--- config.mk ---
export PLATFORM = sky130hd
export DESIGN_NAME = dsd_ram
export DESIGN_NICKNAME = d
export VERILOG_FILES = /design/src/hdl/dsd_ram.sv
export SDC_FILE = /design/constraint.sdc
export NUM_CORES = 2
export LEC_CHECK = 0
export ABC_AREA = 0
export BUFFER_PORTS_ARGS = -buffer_cell sky130_fd_sc_hd__buf_2
export CAP_MARGIN = 20
export CORE_UTILIZATION = 34
export DETAILED_ROUTE_END_ITERATION = 6
export PLACE_DENSITY = 0.52
export SLEW_MARGIN = 10
export SYNTH_ARGS = -nofsm -noshare
export SYNTH_HDL_FRONTEND = slang
export SYNTH_SLANG_ARGS = --single-unit
--- constraint.sdc ---
create_clock -name clk_i -period 2.88 [get_ports clk_i]
set_input_delay 0.144 -clock clk_i [delete_from_list [all_inputs] [get_ports clk_i]]
set_output_delay 0.144 -clock clk_i [all_outputs]
set_load 0.005 [all_outputs]
--- src/hdl/dsd_ram.sv ---
module dsd_ram #(
  parameter int WIDTH = 8,
  parameter int DEPTH = 256
) (
  input  logic                     clk_i,
  input  logic                     we_i,
  input  logic [$clog2(DEPTH)-1:0] waddr_i,
  input  logic [WIDTH-1:0]         wdata_i,
  input  logic                     re_i,
  input  logic [$clog2(DEPTH)-1:0] raddr_i,
  output logic [WIDTH-1:0]         rdata_o
);

  logic [WIDTH-1:0] mem_q [DEPTH];
  logic [WIDTH-1:0] rdata_q;

  always_ff @(posedge clk_i) begin
    if (we_i) begin
      mem_q[waddr_i] <= wdata_i;
    end
  end

  // read data holds while no read is issued
  always_ff @(posedge clk_i) begin
    if (re_i) begin
      rdata_q <= mem_q[raddr_i];
    end
  end

  assign rdata_o = rdata_q;

endmodule

; After elaboration in Yosys (flattened, before gate mapping)
; Memories as Yosys holds them, arrays and structs flattened. A register that Yosys moved wholly into a read port is not among the register bits.
; Index checks and enable logic that the tools add are counted.
[word_totals]
in_bits = 27
wordCells = 3
register_bits = 0
ramBits = 2048
output_inout_bits = 8
mem_count = 1
[classes]
n_mux = 2
[mem_list]
columns = memory, depth, width, read_ports, rd_clocked_by_memory_dff, wr, line_no
row1 = mem_q, 256, 8, 1, 1, 1, 14  ; logic [WIDTH-1:0] mem_q [DEPTH];
[op_table]
columns = cell, count
row1 = 1-bit 2-to-1 mux, 2

; Depth between registers and ports, before layout
[logic_depth]
depth_word = 2
ltp_mapped = 11
ltp_nobuf = 6

; Worst setup path before layout
; Ideal clock, no wire load.
[synth_timing]
path_type = input to register
start = in raddr_i[0]
end = reg rdata_q[2] (netlist: rdata_o[2]) (read register of mem_q) (data pin)
setup_time_ns = 0.269
slack_ns = 0.660
t_arrival_ns = 1.951
required_ns = 2.611
stages = 9
path_cell_list = buf_6 > buf_12 > buf_8 > buf_2 > mux4_2 > a22oi_1 > a21oi_1 > nor4_1 > nor4_2
[synth_rtl]
columns = item, line_no
row1 = "start, declared", 10  ; input logic [$clog2(DEPTH)-1:0] raddr_i,
row2 = "end, declared", 15  ; logic [WIDTH-1:0] rdata_q;

==> flow_summary.ini <==
[status]
run_status = complete, no violations

[layout]
regArea_um2 = 61740
final_cell_mix = edfxtp_1, buf_4, mux4_2, nor2_1, clkbuf_16
design_area_um2 = 95110
layout_commonest_cell = edfxtp_1
fillers = 20510
multiInputGateArea_um2 = 16530
synthToLayoutAreaGrowth_pct = 19.43
final_layout_size_suffix_gt1_frac = 0.3220
finalNetCount = 4461

[synth]
synth_top_area_frac = 0.7753
syn-mean-instance-area_um2 = 21.33
yosysWarningCount = 0
syn_nets = 3760
synth-main-ff-cell = edfxtp_1
syn_area_um2 = 79640
netlist_instances = 3733
synthArstFlopShare = 0
yosysSeqAreaShare = 0.7753
ys_types = 54
ys_ff_latch = 2056
synth_edf_count = 2056
yosysTopAreaCell = edfxtp_1
synth_area_leaders = edfxtp_1, mux4_2, mux2i_1, nor2_1, a22oi_1

[critical_path]
crit_path_top_delay_cell = nor4_1
path_depth = 6
worstPathBufferInverterCount = 1
arrival_ps = 3440
max_stage_delay_ps = 930
start_kind = register
r2r_cells = 6
critPathTopFamily = simple AND/OR/NAND/NOR gates
cp_cell_sequence = mux4_2, o311ai_0, o22ai_1, nor4_1, buf_4, nor4_2
critical_path_class = register to register
end_kind = register
cp_max_fo = 2
required_ps = 3500

[worst_hold_path]
hold_depth = 4
hold_class = input pin to register

[timing]
finalSetupViolations = 0
post-route-period-util = 0.9778
slew_viol_final = 0
clock_skew_ps = 75.93
rsz0062_at_grt = no
max_freq_mhz = 355.1
worst_pin_slew_ps = 1054
setup_slack_ps = 64.07
min_period_ps = 2816
slew_headroom = 0.2907
final-hold-violation-count = 0

[clocking]
postCtsSetupBuffers = 0
cts_buffers = 209
htree_levels = 4
cts_tree = done
clock_path_buffers = 3
clock-sinks = 2056
clock_latency_ps = 870
clkTransAtPathRegs_ps = 60
cts_root_buf = clkbuf_16

[global_routing]
antenna_found_initial = 10
grt.total_usage = 0.1852
grt_overflow = 0
grt_max_degree = 118
grt_pass1_vias = 41480
grt_pass1_wl_um = 313600

[floorplanning]
die_area_um2 = 236200
core_region_area_um2 = 232800
die_w_um = 486.0
initial_core_util = 0.3421
io_pins = 35
rows = 177
die_y_um = 486.0

[routing]
antenna_left = 0
viasPerCell = 5.267
drt_pass1_iterations = 5
vias = 40770
wl_per_cell_um = 28.26
drt_iter0_markers = 4055
routed_wl_um = 218800
drc = 0

[placement]
place_ws_ps = -545.6
placed_area_um2 = 88180
gp_congestion = 0.8398
portBuffers = 34
dpl.hpwl_um = 143000

[flow_run]
cap_violations = 0

[pwr]
total_power_mw = 63.30
p_per_area_nw_per_um2 = 665.5
power_leakage_nw = 30.43
peakVddDrop_uv = 541.7
==> worst reg2reg max path: stages, from the launching register on <==
cell and delay [ps]:
edfxtp_1 360, mux4_2 500, o311ai_0 300, o22ai_1 200, nor4_1 930, buf_4 250, nor4_2 40
==> what timing repair did <==
item | in CTS | in global routing
hold buffers | 16 | 0
gates resized for setup | 0 | 1
endpoints found under the hold margin | 768 | 0
endpoints found under the setup margin | 0 | 1
==> power breakdown <==
| group | internal [mW] | switching (mW) |
|---|---|---|
| Clock | 15.2 | 11.6 |
| Combinational | 1.37 | 2.12 |
| Sequential | 33.0 | 0.0418 |
==> metal layers <==
metal,track usage,up-vias,routed length [um]
met5,0,-,13
li1,-,17120,-
met2,0.3028,1343,106400
met4,0.05488,2,5854
met3,0.02474,309,12170
met1,0.2578,22000,94320
==> worst paths after layout <==
| kind | end | slack [ps] | startpoint |
|---|---|---|---|
| setup / recovery | rdata_o[6] | 60 | mem_q[234][6] |
| hold / removal | mem_q[252][3] | 100 | waddr_i[7] |
| setup reg to reg | rdata_o[6] | 60 | mem_q[234][6] |
| hold reg to reg | rdata_o[3] | 1180 | mem_q[41][3] |
==> synth_stat cells, types with 3 or more instances <==
cell type and number:
nand2_1 33, o211ai_1 10, nor2_1 282, o221ai_1 46, o22a_1 5, a21oi_1 96
mux2i_1 134, nor4_2 3, o21ai_0 10, a22o_1 8, and2_1 6, a22oi_1 133
mux4_2 454, o22ai_1 28, buf_8 13, a221oi_1 13, buf_12 8, or2_2 4
a211oi_1 16, edfxtp_1 2056, nor3_1 22, nand4_1 10, o32ai_1 4, nor4_1 24
buf_1 22, buf_6 21, nand2b_1 8, buf_2 31, clkbuf_1 111, nor2b_1 31
buf_4 27, nand3_1 34
==> sequential cells by signal (all words and copies together) (netlist names) <==
name and cells:
rdata_o 8, mem_q 2048
==> metrics by stage <==
stage,setup TNS [ps],utilization,hold slack [ps],std cells
finish,0,0.4086,103.6,7740
global route,0,0.4086,90.70,7738
CTS,0,0.4086,16.82,7738
detailed placement,-3222,0.3789,631.8,7339
global placement,-3542,0.3788,628.9,7339
floorplan,0,-,242.9,3733
==> cell families (layout without fill, tap and decap cells) <==
| family | count (synthesis) | count (layout) | synth area share |
|---|---|---|---|
| flip-flops | 2056 | 2056 | 0.7753 |
| AO/OA/AOI/OAI | 385 | 385 | 0.03416 |
| other | 0 | 2 | 0 |
| buffers and inverters | 235 | 1108 | 0.01829 |
| multiplexers | 591 | 591 | 0.1460 |
| AND/OR/NAND/NOR | 466 | 466 | 0.02625 |
==> area by class of cell <==
type,instances,area share
clock buffers,246,0.05645
multi-input cells,1442,0.1738
repair buffers,723,0.06467
diodes,2,0.00005262
clock inverters,137,0.01461
inverters,2,0.00007893
well taps,3132,0.04120
flip-flops and latches,2056,0.6491
(Power assumes the default switching activity.)
